### config.mk
export PLATFORM = sky130hd
export DESIGN_NAME = utf8_boundary_truncating_copy_core
export DESIGN_NICKNAME = d
export VERILOG_FILES = /design/src/rtl/utfbc_pkg.sv /design/src/rtl/utf8_boundary_truncating_copy_core.sv /design/src/rtl/utfbc_front.sv /design/src/rtl/utfbc_fifo.sv /design/src/rtl/utfbc_back.sv
export SDC_FILE = /design/constraint.sdc
export NUM_CORES = 1
export LEC_CHECK = 0
export BUFFER_PORTS_ARGS = -buffer_cell sky130_fd_sc_hd__buf_2
export CAP_MARGIN = 20
export CORE_MARGIN = 10
export CORE_UTILIZATION = 45
export DETAILED_ROUTE_END_ITERATION = 16
export PLACE_DENSITY = 0.71
export SETUP_SLACK_MARGIN = 0.1
export SLEW_MARGIN = 20
export SYNTH_ARGS = -nofsm -noshare
export SYNTH_HDL_FRONTEND = slang
export SYNTH_SLANG_ARGS = --single-unit
### constraint.sdc
create_clock -name clk -period 12.8 [get_ports clk]
set_input_delay 1.92 -clock clk [delete_from_list [all_inputs] [get_ports clk]]
set_output_delay 1.92 -clock clk [all_outputs]
set_load 0.02 [all_outputs]
### src/rtl/utfbc_pkg.sv
// Shared types, constants and the UTF-8 lead byte decoder for the truncating copy core.
`default_nettype none

package utfbc_pkg;

    localparam int UTFBC_LEN_WIDTH   = 16;
    localparam int UTFBC_QUEUE_DEPTH = 4;
    localparam int UTFBC_CAP_WIDTH   = 16;
    localparam int UTFBC_OUT_LEN_W   = 16;

    localparam logic [UTFBC_CAP_WIDTH-1:0] UTFBC_CAP_RESET = 16'd256;

    // Lead byte masks and match patterns
    localparam logic [7:0] UTFBC_ASCII_LIMIT = 8'h80;
    localparam logic [7:0] UTFBC_MASK2       = 8'hE0;
    localparam logic [7:0] UTFBC_LEAD2       = 8'hC0;
    localparam logic [7:0] UTFBC_MASK3       = 8'hF0;
    localparam logic [7:0] UTFBC_LEAD3       = 8'hE0;
    localparam logic [7:0] UTFBC_MASK4       = 8'hF8;
    localparam logic [7:0] UTFBC_LEAD4       = 8'hF0;

    localparam logic [2:0] UTFBC_SEQ_NONE = 3'd0;
    localparam logic [2:0] UTFBC_SEQ_1    = 3'd1;
    localparam logic [2:0] UTFBC_SEQ_2    = 3'd2;
    localparam logic [2:0] UTFBC_SEQ_3    = 3'd3;
    localparam logic [2:0] UTFBC_SEQ_4    = 3'd4;

    // One queued job: up to four bytes to emit, or one terminator word
    typedef struct packed {
        logic [2:0]                     cnt;
        logic                           term;
        logic [3:0][7:0]                bytes;
        logic [UTFBC_OUT_LEN_W-1:0]     len;
    } cmd_t;

    function automatic logic [2:0] seq_size(input logic [7:0] lead);
        logic [2:0] n;
        if (lead < UTFBC_ASCII_LIMIT) begin
            n = UTFBC_SEQ_1;
        end else if ((lead & UTFBC_MASK2) == UTFBC_LEAD2) begin
            n = UTFBC_SEQ_2;
        end else if ((lead & UTFBC_MASK3) == UTFBC_LEAD3) begin
            n = UTFBC_SEQ_3;
        end else if ((lead & UTFBC_MASK4) == UTFBC_LEAD4) begin
            n = UTFBC_SEQ_4;
        end else begin
            n = UTFBC_SEQ_1;
        end
        return n;
    endfunction

endpackage

`default_nettype wire

### src/rtl/utf8_boundary_truncating_copy_core.sv
// Top level of the UTF-8 boundary-respecting truncating copy core.
//
// Usage:
//   Source bytes come in on src_valid/src_ready/src_byte, one word per byte;
//   a zero byte ends the string. Copied bytes leave on out_valid/out_ready
//   with out_byte; the last word of each string is the terminator
//   (is_terminator high, out_byte zero, copied_len = bytes copied).
//   The capacity register (bytes including the terminator) is written over
//   cfg_valid/cfg_ready/cfg_data; cfg_ready is always high. Write it only
//   while the core is idle. It resets to 256.
//
// Timing:
//   Each emit job passes through the job queue and then the output register.
//   The front end takes one byte a cycle while the queue has room; the
//   emitter puts out one word a cycle unless the receiver stalls, so a
//   sequence of n bytes yields n words. A four-deep queue absorbs the burst
//   of a multi-byte sequence. When the receiver stalls, the output register
//   holds, the queue fills, and src_ready drops once it is full. Reset
//   empties the queue, drops any open sequence and starts a new string.
`default_nettype none

module utf8_boundary_truncating_copy_core
    import utfbc_pkg::*;
#(
    parameter int LEN_WIDTH   = UTFBC_LEN_WIDTH,
    parameter int QUEUE_DEPTH = UTFBC_QUEUE_DEPTH
)
(
    input  wire logic                       clk,
    input  wire logic                       rst_n,
    input  wire logic                       cfg_valid,
    output logic                            cfg_ready,
    input  wire logic [UTFBC_CAP_WIDTH-1:0] cfg_data,
    input  wire logic                       src_valid,
    output logic                            src_ready,
    input  wire logic [7:0]                 src_byte,
    output logic                            out_valid,
    input  wire logic                       out_ready,
    output logic [7:0]                      out_byte,
    output logic                            is_terminator,
    output logic [UTFBC_OUT_LEN_W-1:0]      copied_len
);

    logic [UTFBC_CAP_WIDTH-1:0] capacity_reg;
    logic                       front_valid;
    cmd_t                       front_cmd;
    logic                       queue_ready;
    logic                       queue_valid;
    cmd_t                       queue_cmd;
    logic                       queue_pop;

    // Configuration: always ready, capacity takes effect on the next byte
    assign cfg_ready = 1'b1;

    always_ff @(posedge clk or negedge rst_n)
    begin
        if (!rst_n) begin
            capacity_reg <= UTFBC_CAP_RESET;
        end else if (cfg_valid) begin
            capacity_reg <= cfg_data;
        end
    end

    // Classify bytes and decide what each one emits
    utfbc_front #(
        .LEN_WIDTH (LEN_WIDTH)
    ) u_front (
        .clk       (clk),
        .rst_n     (rst_n),
        .capacity  (capacity_reg),
        .src_valid (src_valid),
        .src_ready (src_ready),
        .src_byte  (src_byte),
        .cmd_valid (front_valid),
        .cmd       (front_cmd),
        .cmd_ready (queue_ready)
    );

    // Decouple the front end from output stalls
    utfbc_fifo #(
        .DEPTH (QUEUE_DEPTH)
    ) u_fifo (
        .clk        (clk),
        .rst_n      (rst_n),
        .push       (front_valid),
        .push_ready (queue_ready),
        .push_data  (front_cmd),
        .pop_valid  (queue_valid),
        .pop        (queue_pop),
        .pop_data   (queue_cmd)
    );

    // Serialize jobs into output words
    utfbc_back u_back (
        .clk           (clk),
        .rst_n         (rst_n),
        .cmd_valid     (queue_valid),
        .cmd           (queue_cmd),
        .cmd_pop       (queue_pop),
        .out_valid     (out_valid),
        .out_ready     (out_ready),
        .out_byte      (out_byte),
        .is_terminator (is_terminator),
        .copied_len    (copied_len)
    );

endmodule

`default_nettype wire

### src/rtl/utfbc_front.sv
// Front end: take source bytes, gather UTF-8 sequences, check fit, queue emit jobs.
`default_nettype none

module utfbc_front
    import utfbc_pkg::*;
#(
    parameter int LEN_WIDTH = UTFBC_LEN_WIDTH
)
(
    input  wire logic                       clk,
    input  wire logic                       rst_n,
    input  wire logic [UTFBC_CAP_WIDTH-1:0] capacity,
    input  wire logic                       src_valid,
    output logic                            src_ready,
    input  wire logic [7:0]                 src_byte,
    output logic                            cmd_valid,
    output cmd_t                            cmd,
    input  wire logic                       cmd_ready
);

    localparam int CW = ((LEN_WIDTH > UTFBC_CAP_WIDTH) ? LEN_WIDTH : UTFBC_CAP_WIDTH) + 1;
    localparam logic [CW-1:0] LEN_LIMIT = CW'(1) << LEN_WIDTH;

    logic [2:0][7:0]        pend_reg, pend_next;
    logic [2:0]             expected_reg, expected_next;
    logic [2:0]             collected_reg, collected_next;
    logic [LEN_WIDTH-1:0]   out_len_reg, out_len_next;
    logic                   stopped_reg, stopped_next;

    logic                   accept;
    logic [2:0]             lead_n;
    logic [2:0]             fit_n;
    logic [2:0]             coll_inc;
    logic [CW-1:0]          cap_ext;
    logic [CW-1:0]          cap_eff;
    logic [CW-1:0]          sum;
    logic [CW-1:0]          len_ext;
    logic                   fits;

    assign src_ready = cmd_ready;
    assign accept    = src_valid && cmd_ready;
    assign lead_n    = seq_size(src_byte);
    assign fit_n     = (expected_reg == UTFBC_SEQ_NONE) ? UTFBC_SEQ_1 : expected_reg;
    assign coll_inc  = collected_reg + 3'd1;
    assign cap_ext   = CW'(capacity);
    assign cap_eff   = (cap_ext > LEN_LIMIT) ? LEN_LIMIT : cap_ext;
    assign sum       = CW'(out_len_reg) + CW'(fit_n);
    assign fits      = sum < cap_eff;
    assign len_ext   = CW'(out_len_reg);

    always_comb
    begin
        pend_next      = pend_reg;
        expected_next  = expected_reg;
        collected_next = collected_reg;
        out_len_next   = out_len_reg;
        stopped_next   = stopped_reg;
        cmd_valid      = 1'b0;
        cmd            = '0;

        if (accept) begin
            if (src_byte == 8'd0) begin
                // terminator: report length and open a new string
                cmd_valid      = 1'b1;
                cmd.cnt        = UTFBC_SEQ_1;
                cmd.term       = 1'b1;
                cmd.len        = len_ext[UTFBC_OUT_LEN_W-1:0];
                expected_next  = UTFBC_SEQ_NONE;
                collected_next = 3'd0;
                out_len_next   = '0;
                stopped_next   = 1'b0;
            end else if (!stopped_reg) begin
                if (expected_reg == UTFBC_SEQ_NONE) begin
                    if (lead_n == UTFBC_SEQ_1) begin
                        if (fits) begin
                            cmd_valid      = 1'b1;
                            cmd.cnt        = UTFBC_SEQ_1;
                            cmd.bytes[0]   = src_byte;
                            out_len_next   = sum[LEN_WIDTH-1:0];
                        end else begin
                            stopped_next = 1'b1;
                        end
                    end else begin
                        pend_next[0]   = src_byte;
                        expected_next  = lead_n;
                        collected_next = 3'd1;
                    end
                end else begin
                    if (collected_reg < 3'd3) begin
                        pend_next[collected_reg[1:0]] = src_byte;
                    end
                    collected_next = coll_inc;
                    if (coll_inc >= expected_reg) begin
                        expected_next  = UTFBC_SEQ_NONE;
                        collected_next = 3'd0;
                        if (!fits) begin
                            stopped_next = 1'b1;
                        end else begin
                            cmd_valid    = 1'b1;
                            cmd.cnt      = expected_reg;
                            cmd.bytes[0] = pend_reg[0];
                            cmd.bytes[1] = (expected_reg == UTFBC_SEQ_2) ? src_byte : pend_reg[1];
                            cmd.bytes[2] = (expected_reg == UTFBC_SEQ_3) ? src_byte : pend_reg[2];
                            cmd.bytes[3] = src_byte;
                            out_len_next = sum[LEN_WIDTH-1:0];
                        end
                    end
                end
            end
        end
    end

    always_ff @(posedge clk or negedge rst_n)
    begin
        if (!rst_n) begin
            expected_reg  <= UTFBC_SEQ_NONE;
            collected_reg <= 3'd0;
            out_len_reg   <= '0;
            stopped_reg   <= 1'b0;
        end else begin
            expected_reg  <= expected_next;
            collected_reg <= collected_next;
            out_len_reg   <= out_len_next;
            stopped_reg   <= stopped_next;
        end
    end

    always_ff @(posedge clk)
    begin
        pend_reg <= pend_next;
    end

endmodule

`default_nettype wire

### src/rtl/utfbc_fifo.sv
// Short job queue between the front end and the emitter.
`default_nettype none

module utfbc_fifo
    import utfbc_pkg::*;
#(
    parameter int DEPTH = UTFBC_QUEUE_DEPTH
)
(
    input  wire logic  clk,
    input  wire logic  rst_n,
    input  wire logic  push,
    output logic       push_ready,
    input  wire cmd_t  push_data,
    output logic       pop_valid,
    input  wire logic  pop,
    output cmd_t       pop_data
);

    localparam int PW = (DEPTH > 1) ? $clog2(DEPTH) : 1;
    localparam int CNTW = $clog2(DEPTH + 1);

    cmd_t               mem_reg [DEPTH];
    logic [PW-1:0]      wr_ptr_reg, wr_ptr_next;
    logic [PW-1:0]      rd_ptr_reg, rd_ptr_next;
    logic [CNTW-1:0]    count_reg, count_next;
    logic               do_push;
    logic               do_pop;

    assign push_ready = (count_reg != CNTW'(DEPTH));
    assign pop_valid  = (count_reg != '0);
    assign pop_data   = mem_reg[rd_ptr_reg];
    assign do_push    = push && push_ready;
    assign do_pop     = pop && pop_valid;

    always_comb
    begin
        wr_ptr_next = wr_ptr_reg;
        rd_ptr_next = rd_ptr_reg;
        count_next  = count_reg;
        if (do_push) begin
            wr_ptr_next = (wr_ptr_reg == PW'(DEPTH - 1)) ? '0 : wr_ptr_reg + PW'(1);
        end
        if (do_pop) begin
            rd_ptr_next = (rd_ptr_reg == PW'(DEPTH - 1)) ? '0 : rd_ptr_reg + PW'(1);
        end
        if (do_push && !do_pop) begin
            count_next = count_reg + CNTW'(1);
        end else if (do_pop && !do_push) begin
            count_next = count_reg - CNTW'(1);
        end
    end

    always_ff @(posedge clk or negedge rst_n)
    begin
        if (!rst_n) begin
            wr_ptr_reg <= '0;
            rd_ptr_reg <= '0;
            count_reg  <= '0;
        end else begin
            wr_ptr_reg <= wr_ptr_next;
            rd_ptr_reg <= rd_ptr_next;
            count_reg  <= count_next;
        end
    end

    always_ff @(posedge clk)
    begin
        if (do_push) begin
            mem_reg[wr_ptr_reg] <= push_data;
        end
    end

endmodule

`default_nettype wire

### src/rtl/utfbc_back.sv
// Back end: walk jobs into the output register one byte a cycle unless stalled.
`default_nettype none

module utfbc_back
    import utfbc_pkg::*;
(
    input  wire logic                       clk,
    input  wire logic                       rst_n,
    input  wire logic                       cmd_valid,
    input  wire cmd_t                       cmd,
    output logic                            cmd_pop,
    output logic                            out_valid,
    input  wire logic                       out_ready,
    output logic [7:0]                      out_byte,
    output logic                            is_terminator,
    output logic [UTFBC_OUT_LEN_W-1:0]      copied_len
);

    logic [1:0]                     idx_reg, idx_next;
    logic                           out_valid_reg, out_valid_next;
    logic [7:0]                     out_byte_reg;
    logic                           term_reg;
    logic [UTFBC_OUT_LEN_W-1:0]     len_reg;
    logic                           load;
    logic                           last;

    assign load    = cmd_valid && (!out_valid_reg || out_ready);
    assign last    = ({1'b0, idx_reg} == (cmd.cnt - 3'd1));
    assign cmd_pop = load && last;

    always_comb
    begin
        idx_next       = idx_reg;
        out_valid_next = out_valid_reg;
        if (load) begin
            idx_next       = last ? 2'd0 : idx_reg + 2'd1;
            out_valid_next = 1'b1;
        end else if (out_ready) begin
            out_valid_next = 1'b0;
        end
    end

    always_ff @(posedge clk or negedge rst_n)
    begin
        if (!rst_n) begin
            idx_reg       <= 2'd0;
            out_valid_reg <= 1'b0;
        end else begin
            idx_reg       <= idx_next;
            out_valid_reg <= out_valid_next;
        end
    end

    always_ff @(posedge clk)
    begin
        if (load) begin
            out_byte_reg <= cmd.bytes[idx_reg];
            term_reg     <= cmd.term;
            len_reg      <= cmd.len;
        end
    end

    assign out_valid     = out_valid_reg;
    assign out_byte      = out_byte_reg;
    assign is_terminator = term_reg;
    assign copied_len    = len_reg;

endmodule

`default_nettype wire

==> results.md, run 1 <==
- Remaining antenna violation count: 0
- Critical path capture point type: flip-flop
- CORE AREA: 28700 µm²
- Slowest cell delay on critical path: 0.49 ns
- Drt pass-1 iters: 5
- Number of different library cells in the post-synthesis netlist: 57
- Antenna fix cells: 0
- Startpoint of the worst setup timing path: u_front.expected_reg[2]
- Final net count: 927
- DRC violation count after routing: 0
- CTS tree: built
- Asr flop ratio synth: 0.1601
- Area of the die: 36310 µm²
- Effective utilization at floorplan: 0.4560
- Buffers plus inverters on the worst setup path: 3
- Cell with the biggest individual delay on the critical path: sky130_fd_sc_hd__dfrtp_1
- Initial antenna violation count: 0
- Result of the run: finished clean
- Post-synthesis register bit count: 306
- Worst hold start: u_fifo.count_reg[2]
- Largest net degree at the start of global routing: 55
- Setup Total Neg Slack: 0 ns
- Die W: 190.5 µm
- Remaining global-route overflow: 0
- Final instance count without filler cells: 1272
- Share of final-layout standard cells stronger than drive strength 1: 0.2376
- Worst VDD drop: 0.1107 mV
- LEAKAGE: 5.478 nW
- Number of standard-cell rows in the floorplan: 62
- Vias per Instance: 5.457
- Shortest clock period the worst path allows after layout: 4.953 ns
- Clock Latency Late Sink: 0.54 ns
- First-pass GRT wire length: 41.80 mm
- Worst clock skew: 0.01071 ns
- H-Tree Depth: 1
- GP Congestion: 0.8343
- Ys flop type: sky130_fd_sc_hd__edfxtp_1
- Transition at the pin with the smallest max-transition slack: 0.8590 ns
- Number of DRC markers in iteration 0: 589
- Synthesized area per cell: 16.26 µm²
- Worst Setup Start Kind: flip-flop
- Via count of the first global-routing pass: 7305
- Port Buffers: 55
- MaxCap Viol Count: 0
- Largest driver fanout on the critical path: 9
- Vias: 6941
- Power after layout: 0.003602 W
- Worst Setup Path Type: flip-flop to flip-flop
- Max_slew headroom: 0.4273
- Cell count after placement: 1215
- Final Slew Violations: 0
- Critical R2R Launch: u_front.expected_reg[2]
- Post-synthesis to final-layout area growth: 13.58%
- Count of synthesis-stage warnings from yosys: 0
- Total of hold buffers inserted after clock tree synthesis: 0
- Sequential-to-total area share from yosys stat: 0.6835
- Cells along the critical path: o21ai_0 > ha_1 > inv_1 > fa_1 > nor2b_1 > o2111ai_4 > or2_2 > xnor2_1 > ha_1 > nand3_1 > or3_1 > o211a_2 > a21oi_4 > inv_4 > ha_1 > inv_1 > fa_1 > mux2_2
- Data arrival time of the worst path: 5.38 ns
- Routed wire length per instance: 20.30 µm
- Register-to-register setup slack: 7.85 ns
- Clock sink count: 306
- Synthesized cell area: 13090 µm²
- Total global routing track utilization: 0.1454
- Cell type with the highest occurrence count on the critical path: sky130_fd_sc_hd__ha_1
- Clock-pin slew on the worst setup and hold paths: 0.06 ns
- Syn_nets: 868
- Post-layout utilization of the core: 0.5179
- Share of the cycle needed by the critical path after routing: 0.3869
- RSZ-0062 raised after global routing: false
- Setup-failing EPs final: 0
- FMAX: 201.9 MHz
- Vertical die dimension: 190.5 µm
- Final Hold Vio Count: 0
- Total wire length: 25.82 mm
- Post-CTS setup buffers: 0
- Number of flops mapped to enable cells by yosys: 257
- IO Pins: 57
- Cell count after synthesis: 805
- Path class of the lowest-slack min-delay path: flip-flop to flip-flop
- Number of flip-flops under the largest register name: 208
- Buffer depth of the longest clock path: 3
- Critical path required time: 13.22 ns
- Dominant delay contributor by cell family on the critical path: adder cells
- Power Density: 242.3 nW/µm²
- Cts bufs inserted: 31
- Hold WS: 0.4861 ns
- Clock root buffer: sky130_fd_sc_hd__clkbuf_16
- Resized cells post-CTS: 0
- Half-perimeter wire length after placement: 16.15 mm
-- kinds of logic (layout without fill, tap and decap cells) --
logic type | Yosys count | in the layout | share of synthesized area
mux | 88 | 88 | 0.1259
buf+inv | 74 | 157 | 0.02314
compound gates | 84 | 84 | 0.04446
fa+ha+maj | 34 | 34 | 0.03365
simple gates | 198 | 198 | 0.07572
other cells | 1 | 1 | 0.0002865
xor+xnor | 20 | 20 | 0.01338
flops | 306 | 306 | 0.6835
-- power by group --
group / leakage, nW / internal, W / switching [W] / total (W)
sequential: 3.03 / 0.00144 / 0.000115 / 0.00155
combinational: 1.92 / 0.000457 / 0.000649 / 0.00111
clock: 0.536 / 0.000573 / 0.000372 / 0.000945
-- Yosys cell counts (2+ instances only) --
library cell,number,area share
sky130_fd_sc_hd__edfxtp_1,257,0.59
sky130_fd_sc_hd__mux4_2,60,0.10
sky130_fd_sc_hd__nand2_1,52,0.015
sky130_fd_sc_hd__nor2_1,50,0.014
sky130_fd_sc_hd__dfrtp_1,48,0.092
sky130_fd_sc_hd__inv_1,35,0.010
sky130_fd_sc_hd__and2_1,32,0.015
sky130_fd_sc_hd__ha_1,32,0.031
sky130_fd_sc_hd__o21ai_0,27,0.010
sky130_fd_sc_hd__mux2i_1,21,0.016
sky130_fd_sc_hd__clkbuf_1,17,0.0049
sky130_fd_sc_hd__a21oi_1,16,0.0061
sky130_fd_sc_hd__buf_2,15,0.0057
sky130_fd_sc_hd__xnor2_1,11,0.0074
sky130_fd_sc_hd__nand3_1,10,0.0038
sky130_fd_sc_hd__nand4_1,10,0.0048
sky130_fd_sc_hd__nor2b_1,9,0.0043
sky130_fd_sc_hd__nor4_1,9,0.0043
sky130_fd_sc_hd__xor2_1,9,0.0060
sky130_fd_sc_hd__a22oi_1,8,0.0046
sky130_fd_sc_hd__a21o_1,7,0.0040
sky130_fd_sc_hd__a221o_1,6,0.0046
sky130_fd_sc_hd__buf_1,5,0.0014
sky130_fd_sc_hd__mux2_2,5,0.0043
sky130_fd_sc_hd__nor3_1,5,0.0019
sky130_fd_sc_hd__nor3_2,4,0.0031
sky130_fd_sc_hd__or2_2,4,0.0019
sky130_fd_sc_hd__and3_1,3,0.0014
sky130_fd_sc_hd__o21a_1,3,0.0017
sky130_fd_sc_hd__or3_1,3,0.0014
sky130_fd_sc_hd__a31oi_1,2,0.00096
sky130_fd_sc_hd__fa_1,2,0.0031
sky130_fd_sc_hd__mux2_4,2,0.0023
sky130_fd_sc_hd__o2111ai_1,2,0.0013
sky130_fd_sc_hd__o31ai_1,2,0.0011
-- cell type report --
cell class | count | area [µm²]
Fill cell | 2320 | 13840
Inverter | 36 | 137.6
Clock inverter | 23 | 289.0
Sequential cell | 306 | 8950
Timing Repair Buffer | 64 | 342.8
Multi-Input combinational cell | 425 | 3867
Clock buffer | 34 | 797.0
Tap cell | 384 | 480.5
-- final timing paths --
kind                       depth (start not counted)                   end
min in group asynchronous                          2  u_fifo.rd_ptr_reg[0]
setup / recovery                                  18   u_fifo.count_reg[1]
max in group asynchronous                          2  u_fifo.rd_ptr_reg[0]
hold reg to reg                                    1   u_fifo.count_reg[2]
setup reg to reg                                  18   u_fifo.count_reg[1]
hold / removal                                     1   u_fifo.count_reg[2]
-- routing by layer --
layer / global-route usage / up-vias / part of all wire
met5: 0 / - / 0
met3: 0.01884 / 33 / 0.055
met4: 0.04270 / 0 / 0.018
li1: - / 3183 / -
met1: 0.1984 / 3503 / 0.44
met2: 0.2395 / 222 / 0.49
-- cell usage in the layout, fill, tap and decap left out, drive strengths merged, types with 11 or more instances in the layout --
master and n:
a21oi 17, and2 33, buf 64, clkbuf 34
clkinv 14, dfrtp 48, edfxtp 257, ha 32
inv 38, mux2i 21, mux4 60, nand2 53
nand3 11, nor2 51, o21ai 28, xnor2 11
-- metrics by stage --
step,setup slack [ns],cell area [µm²]
6_report,7.847,14860
5_1_grt,7.484,14860
4_1_cts,7.897,14850
3_5_place_dp,7.771,13770
3_3_place_gp,7.913,13770
2_1_floorplan,7.764,13090
Note: power is estimated with default switching activity, not from simulation.
==> run 2, diff against run 1 <==
- ABC_AREA: unset -> 1
- PLACE_DENSITY: 0.71 -> 0.74
- clock period: 12.8 -> 4.25 ns (I/O delays scaled with it)
==> run 2 against run 1 <==
Against the previous run:
- non-clock buffer count grew 57
- sequential power up 140%
- utilization is 2.4 points higher
- final area increased by 5.5%
- total power rose by 150%
- die area grew 1.4%
- critical endpoint is now u_fifo.mem_reg[1][3]
==> results.md, run 2 <==
- Sequential-to-total area share from yosys stat: 0.6731
- Vias per Instance: 5.567
- Critical path capture point type: flip-flop
- Cell type with the highest occurrence count on the critical path: sky130_fd_sc_hd__inv_2
- Most frequent standard cell in the layout excluding fill and tap cells: sky130_fd_sc_hd__edfxtp_1
- Synthesized-area fraction occupied by ao, oa, aoi and oai cells: 0.1008
- GP Congestion: 0.8504
- Via count of the first global-routing pass: 8513
- Total global routing track utilization: 0.1560
- Met2 routed WL: 15.26 mm
- Count leader, synth: sky130_fd_sc_hd__edfxtp_1
- RSZ-0062 raised after global routing: true
- Max_slew headroom: 0.3166
- Total number of cells along the worst setup path: 26
- Synthesized-area fraction occupied by adder cells: 0.03314
- Vias: 9225
- Port Buffers: 55
- Psw: 0.003028 W
- FMAX: 245.8 MHz
- Cell count after synthesis: 1153
- Xor/xnor share of the synthesized area: 0.01120
- Combinational share of power: 0.289
- Critical path required time: 4.51 ns
- First-pass GRT wire length: 46.13 mm
- Die W: 191.8 µm
- Worst Setup Start Kind: flip-flop
- Leading area contributor after synthesis: sky130_fd_sc_hd__edfxtp_1
- Effective utilization at floorplan: 0.4593
- Worst Setup Path Type: flip-flop to flip-flop
- Multiplexer fraction of the synthesized cell area: 0.0008474
- Clock power share: 0.295
- Slowest cell delay on critical path: 0.41 ns
- Uppermost routed layer: met5
- Worst VDD drop: 0.4107 mV
- Cell with the biggest individual delay on the critical path: sky130_fd_sc_hd__dfrtp_1
- LEAKAGE: 5.802 nW
- Initial antenna violation count: 1
- Top library cells by usage in the layout, fill and taps aside: sky130_fd_sc_hd__edfxtp_1, sky130_fd_sc_hd__nor2_1, sky130_fd_sc_hd__o21ai_0
- Half-perimeter wire length after placement: 18.49 mm
- Largest net degree at the start of global routing: 107
- Clock root buffer: sky130_fd_sc_hd__clkbuf_16
- Post-synthesis to final-layout area growth: 18.05%
- Largest driver fanout on the critical path: 7
- Remaining global-route overflow: 0
- Path class of the lowest-slack min-delay path: input pin to asynchronous set/reset pin
- Share of final-layout standard cells stronger than drive strength 1: 0.1681
- Met1 layer wirelength in the final routing: 13.02 mm
- Area of the die: 36800 µm²
- Shortest clock period the worst path allows after layout: 4.069 ns
- Final net count: 1312
- Number of flip-flops under the largest register name: 208
- IO Pins: 57
- H-Tree Depth: 1
- Part of the total power dissipated in sequential elements: 0.417
- Vertical die dimension: 191.8 µm
- Switching share of total power: 0.3387
- Clock sink count: 306
- Hold WS: 0.1948 ns
- Worst clock skew: 0.02086 ns
- Final Hold Vio Count: 0
- Remaining antenna violation count: 0
- Leading cell types by total area after synthesis: sky130_fd_sc_hd__edfxtp_1, sky130_fd_sc_hd__dfrtp_1, sky130_fd_sc_hd__o21ai_0
- Drt pass-1 iters: 5
- Asr flop ratio synth: 0.1601
- Syn_nets: 1216
- Detailed route wirelength on metal3: 2.279 mm
- Buffer depth of the longest clock path: 3
- Fill count: 2312
- Number of different library cells in the post-synthesis netlist: 45
- Count of synthesis-stage warnings from yosys: 0
- Number of DRC markers in iteration 0: 1073
- Share of the cycle needed by the critical path after routing: 0.9573
- CORE AREA: 28940 µm²
- Result of the run: finished clean
- Number of standard-cell rows in the floorplan: 62
- Clock Latency Late Sink: 0.56 ns
- MaxCap Viol Count: 0
- CTS tree: built
- Final Slew Violations: 0
- Internal power: 0.005912 W
- Antenna fix cells: 0
- Power Density: 569.9 nW/µm²
- Ys flop type: sky130_fd_sc_hd__edfxtp_1
- Main combinational cell family by area after synthesis: simple AND/OR/NAND/NOR gates
- Transition at the pin with the smallest max-transition slack: 1.017 ns
- Post-synthesis register bit count: 306
- Routed wire length per instance: 18.93 µm
- Buffers plus inverters on the worst setup path: 9
- FF-to-FF path depth: 26
- Top-area cell type share of the netlist area: 0.5807
- Data arrival time of the worst path: 4.33 ns
- Clock-pin slew on the worst setup and hold paths: 0.07 ns
- Total wire length: 31.36 mm
- Number of flops mapped to enable cells by yosys: 257
- Simple logic cell fraction of the synthesized area: 0.1353
- Cts bufs inserted: 30
- DRC violation count after routing: 0
- Synthesized cell area: 13290 µm²
- Setup-failing EPs final: 0
- Commonest cells in the synthesized netlist: sky130_fd_sc_hd__edfxtp_1, sky130_fd_sc_hd__nor2_1, sky130_fd_sc_hd__o21ai_0
- Synthesized area per cell: 11.53 µm²
- Dominant delay contributor by cell family on the critical path: simple AND/OR/NAND/NOR gates
- Post-layout utilization of the core: 0.5422
==> run 2: cell types whose count changed after synthesis, sizes merged, moves of 21 or more <==
cell	delta
nor2	+124
o21ai	+102
nand2	+71
mux4	-60
inv	+57
nand3	+38
and2	-32
o22ai	+25
o221ai	+24
clkbuf	+21
mux2i	-21
==> run 2: worst paths after layout <==
check	slack, ns	end	startpoint
setup reg to reg	0.18	u_fifo.mem_reg[1][3]	u_front.expected_reg[2]
max in group asynchronous	3.59	u_fifo.rd_ptr_reg[0]	rst_n
min in group clk	0.29	u_back.out_valid	out_ready
hold reg to reg	0.51	capacity_reg[0]	capacity_reg[0]
hold / removal	0.19	u_back.idx_reg[0]	rst_n
setup / recovery	0.18	u_fifo.mem_reg[1][3]	u_front.expected_reg[2]
==> run 2: logic make-up (layout without fill, tap and decap cells) <==
family | Yosys count | in the layout
other | 1 | 1
XOR/XNOR | 17 | 17
flip-flops | 306 | 306
adder cells (fa/ha/maj) | 34 | 34
AO/OA/AOI/OAI | 234 | 234
buffers and inverters | 153 | 273
multiplexers | 1 | 1
AND/OR/NAND/NOR | 407 | 407
==> run 2: worst reg2reg max path, stage by stage (launching register included) <==
cell,delay (ns)
sky130_fd_sc_hd__dfrtp_1,0.41
sky130_fd_sc_hd__inv_2,0.11
sky130_fd_sc_hd__nand3_4,0.09
sky130_fd_sc_hd__nand2_4,0.08
sky130_fd_sc_hd__ha_4,0.12
sky130_fd_sc_hd__inv_2,0.03
sky130_fd_sc_hd__fa_2,0.33
sky130_fd_sc_hd__inv_1,0.06
sky130_fd_sc_hd__nand3_1,0.08
sky130_fd_sc_hd__nand2_2,0.10
sky130_fd_sc_hd__nand4_1,0.14
sky130_fd_sc_hd__nor3_2,0.23
sky130_fd_sc_hd__xor2_1,0.21
sky130_fd_sc_hd__ha_1,0.27
sky130_fd_sc_hd__a21oi_1,0.15
sky130_fd_sc_hd__o21bai_1,0.08
sky130_fd_sc_hd__nor2_1,0.10
sky130_fd_sc_hd__nand2_1,0.07
sky130_fd_sc_hd__inv_2,0.08
sky130_fd_sc_hd__nand3_4,0.08
sky130_fd_sc_hd__nand2_4,0.09
sky130_fd_sc_hd__buf_4,0.12
sky130_fd_sc_hd__clkinvlp_4,0.19
sky130_fd_sc_hd__nor2_4,0.19
sky130_fd_sc_hd__buf_12,0.15
sky130_fd_sc_hd__buf_6,0.10
sky130_fd_sc_hd__buf_12,0.11
==> run 2: through the flow <==
stage | power [W] | std cells | cell area (µm²) | TNS (ns) | setup WS [ns]
2_1_floorplan | 0.005474 | 1153 | 13360 | -33.00 | -0.1754
3_3_place_gp | 0.006181 | 1569 | 14220 | 0 | 0.1719
3_5_place_dp | 0.006258 | 1569 | 14220 | 0 | 0.1078
4_1_cts | 0.008889 | 1629 | 15230 | 0 | 0.1452
5_1_grt | 0.009396 | 1657 | 15690 | 0 | 0.004834
6_report | 0.008940 | 1657 | 15690 | 0 | 0.1815
==> run 2: area by class of cell <==
type | count | area, µm² | share of cell area
multi-input combinational | 694 | 3891 | 0.2480
inverter | 96 | 364.1 | 0.02321
timing repair buffer | 121 | 1020 | 0.06500
clock buffer | 40 | 809.5 | 0.05160
tap | 384 | 480.5 | 0.03063
sequential | 306 | 8946 | 0.5703
clock inverter | 16 | 176.4 | 0.01125
==> run 2: layer usage <==
layer  vias to the layer above  GRT usage
met3                        66    0.01977
met4                         2    0.05078
met1                      4425     0.2074
met2                       414     0.2603
met5                         -          0
li1                       4318          -
==> run 2: what timing repair did <==
| action | in CTS | in global routing |
|---|---|---|
| pin swaps | 2 | 6 |
| hold buffers | 0 | 0 |
| endpoints found under the setup margin | 1 | 257 |
| hold endpoints to repair | 0 | 0 |
| gates resized for setup | 0 | 15 |
| cloned | 0 | 12 |
| setup buffers | 4 | 16 |
==> run 2: power by group through the flow <==
stage	Sequential, W	Clock [W]	Combinational, W
after floorplan	0.00392	0	0.00156
after global placement	0.00378	0	0.00240
after detailed placement	0.00378	0	0.00247
after CTS	0.00372	0.00267	0.00250
after global routing	0.00375	0.00280	0.00285
final	0.00372	0.00263	0.00258
==> run 3, diff against run 2 <==
- PLACE_DENSITY: 0.74 -> 0.69
==> run 3 against run 2 <==
Against the previous run:
- register-to-register slack worse by 0.03 ns
- utilization up 0.80 points
- final area up 1.5%
- wire length down 1.1%
- clock-buffer cell count down 8
- worst hold slack worse by 0.097 ns
- sequential share of layout area down 0.83 points
==> results.md, run 3 (same netlist as run 2, synthesis figures left out) <==
- Startpoint of the worst setup timing path: u_front.expected_reg[0]
- Register-to-register setup slack: 0.15 ns
- Number of DRC markers in iteration 0: 1096
- Share of the cycle needed by the critical path after routing: 0.9648
- Worst Setup Start Kind: flip-flop
- Total global routing track utilization: 0.1574
- Clock root buffer: sky130_fd_sc_hd__clkbuf_16
- Combinational share of power: 0.292
- CORE AREA: 28940 µm²
- Total of hold buffers inserted after clock tree synthesis: 0
- Remaining antenna violation count: 0
- Clock power share: 0.286
- FF-to-FF path depth: 26
- Most frequent standard cell in the layout excluding fill and tap cells: sky130_fd_sc_hd__edfxtp_1
- Cts bufs inserted: 29
- Clock Latency Late Sink: 0.55 ns
- Worst VDD drop: 0.4326 mV
- LEAKAGE: 5.932 nW
- Post-synthesis to final-layout area growth: 19.80%
- H-Tree Depth: 1
- Data arrival time of the worst path: 4.35 ns
- Critical R2R Launch: u_front.expected_reg[0]
- Initial antenna violation count: 0
- Top library cells by usage in the layout, fill and taps aside: sky130_fd_sc_hd__edfxtp_1, sky130_fd_sc_hd__nor2_1, sky130_fd_sc_hd__o21ai_0
- IO Pins: 57
- GP Congestion: 0.8693
- Final Hold Vio Count: 0
- Largest driver fanout on the critical path: 16
- DRC violation count after routing: 0
- Setup-failing EPs final: 0
- Vias per Instance: 5.461
- Power Density: 555.5 nW/µm²
- Number of flip-flops under the largest register name: 208
- Switching share of total power: 0.3356
- RSZ-0062 raised after global routing: true
- MaxCap Viol Count: 0
- Share of final-layout standard cells stronger than drive strength 1: 0.1786
- Shortest clock period the worst path allows after layout: 4.100 ns
- Max_slew headroom: 0.3545
- Setup slack after placement: 0.05028 ns
- Transition at the pin with the smallest max-transition slack: 0.9683 ns
- FMAX: 243.9 MHz
- Worst setup endpoint: u_fifo.mem_reg[0][30]
- Final net count: 1331
- Routed wire length per instance: 18.55 µm
- Internal power: 0.005876 W
- Post-layout utilization of the core: 0.5502
- Worst clock skew: 0.01785 ns
- Worst reg2reg path endpoint: u_fifo.mem_reg[0][30]
- Port Buffers: 55
- Area of the die: 36800 µm²
- First-pass GRT wire length: 46.16 mm
- Largest net degree at the start of global routing: 96
- Buffer depth of the longest clock path: 3
- Critical path capture point type: flip-flop
- Remaining global-route overflow: 0
- Psw: 0.002968 W
- Critical path required time: 4.50 ns
- Half-perimeter wire length after placement: 18.61 mm
- Antenna fix cells: 0
- Path class of the lowest-slack min-delay path: input pin to asynchronous set/reset pin
- Effective utilization at floorplan: 0.4593
- Clock-pin slew on the worst setup and hold paths: 0.06 ns
- Vias: 9131
- Final worst slack: 0.1495 ns
- Drt pass-1 iters: 6
- Worst Setup Path Type: flip-flop to flip-flop
- Total wire length: 31.01 mm
- Number of standard-cell rows in the floorplan: 62
- Vertical die dimension: 191.8 µm
- CTS tree: built
- Part of the total power dissipated in sequential elements: 0.423
- Result of the run: finished clean
- Die W: 191.8 µm
- Clock sink count: 306
- Via count of the first global-routing pass: 8423
- Final Slew Violations: 0
==> run 3: worst min path at each step <==
stage / to / cells after the start / slack [ns]
2_1_floorplan: capacity_reg[0] / 0 / 0.34
3_3_place_gp: capacity_reg[8] / 2 / 0.49
3_5_place_dp: capacity_reg[8] / 2 / 0.49
4_1_cts: capacity_reg[14] / 1 / 0.09
5_1_grt: capacity_reg[10] / 1 / 0.13
6_report: capacity_reg[13] / 1 / 0.1
==> run 3: final cells by class <==
class	instances	area, µm²
clock buffer	32	737.0
multi-input combinational	694	3891
sequential	306	8946
tap	384	480.5
timing repair buffer	141	1309
inverter	96	364.1
clock inverter	19	192.7
fill	2290	13020
==> run 3: metal layers <==
layer,track usage,share of wire
met1,0.2208,0.43
met4,0.04988,0.023
met2,0.2467,0.47
met3,0.02412,0.080
met5,0,0
==> run 3: worst max-delay path, cell delays in order (launching register included) <==
cell                         delay [ns]
sky130_fd_sc_hd__dfrtp_1           0.41
sky130_fd_sc_hd__inv_2             0.09
sky130_fd_sc_hd__buf_4             0.14
sky130_fd_sc_hd__nand2_4           0.06
sky130_fd_sc_hd__ha_4              0.12
sky130_fd_sc_hd__inv_2             0.04
sky130_fd_sc_hd__fa_2              0.40
sky130_fd_sc_hd__inv_2             0.07
sky130_fd_sc_hd__nand3_2           0.06
sky130_fd_sc_hd__nand2_2           0.08
sky130_fd_sc_hd__nand4_1           0.12
sky130_fd_sc_hd__nor3_2            0.16
sky130_fd_sc_hd__xor2_1            0.23
sky130_fd_sc_hd__ha_1              0.29
sky130_fd_sc_hd__a21oi_2           0.12
sky130_fd_sc_hd__o21bai_1          0.08
sky130_fd_sc_hd__nor2_1            0.11
sky130_fd_sc_hd__nand2_1           0.07
sky130_fd_sc_hd__inv_2             0.08
sky130_fd_sc_hd__nand3_4           0.08
sky130_fd_sc_hd__nand2_4           0.12
sky130_fd_sc_hd__buf_6             0.11
sky130_fd_sc_hd__clkinvlp_4        0.12
sky130_fd_sc_hd__buf_12            0.16
sky130_fd_sc_hd__nor2_4            0.15
sky130_fd_sc_hd__buf_4             0.15
sky130_fd_sc_hd__buf_12            0.16
==> run 3: metrics by stage <==
stage	hold WS (ns)	instance area (µm²)	power (W)	setup TNS, ns	instances
after floorplan	0.3419	13360	0.005474	-33.00	1153
after global placement	0.4932	14260	0.006206	0	1574
after detailed placement	0.4901	14260	0.006279	0	1574
after CTS	0.09496	15240	0.008794	0	1632
after global routing	0.1307	15920	0.009331	-4.128	1672
final	0.09771	15920	0.008844	0	1672
==> run 3: repair_timing <==
action	CTS	global route
cloned	0	17
endpoints found under the setup margin	3	290
resized for setup	0	31
setup buffers	7	22
pin swaps	2	14
==> run 3: power by group through the flow <==
stage | logic [W] | clock network, W | registers (W)
after floorplan | 0.00156 | 0 | 0.00392
after global placement | 0.00241 | 0 | 0.00379
after detailed placement | 0.00248 | 0 | 0.00380
after CTS | 0.00249 | 0.00257 | 0.00374
after global routing | 0.00288 | 0.00269 | 0.00376
final | 0.00258 | 0.00253 | 0.00374
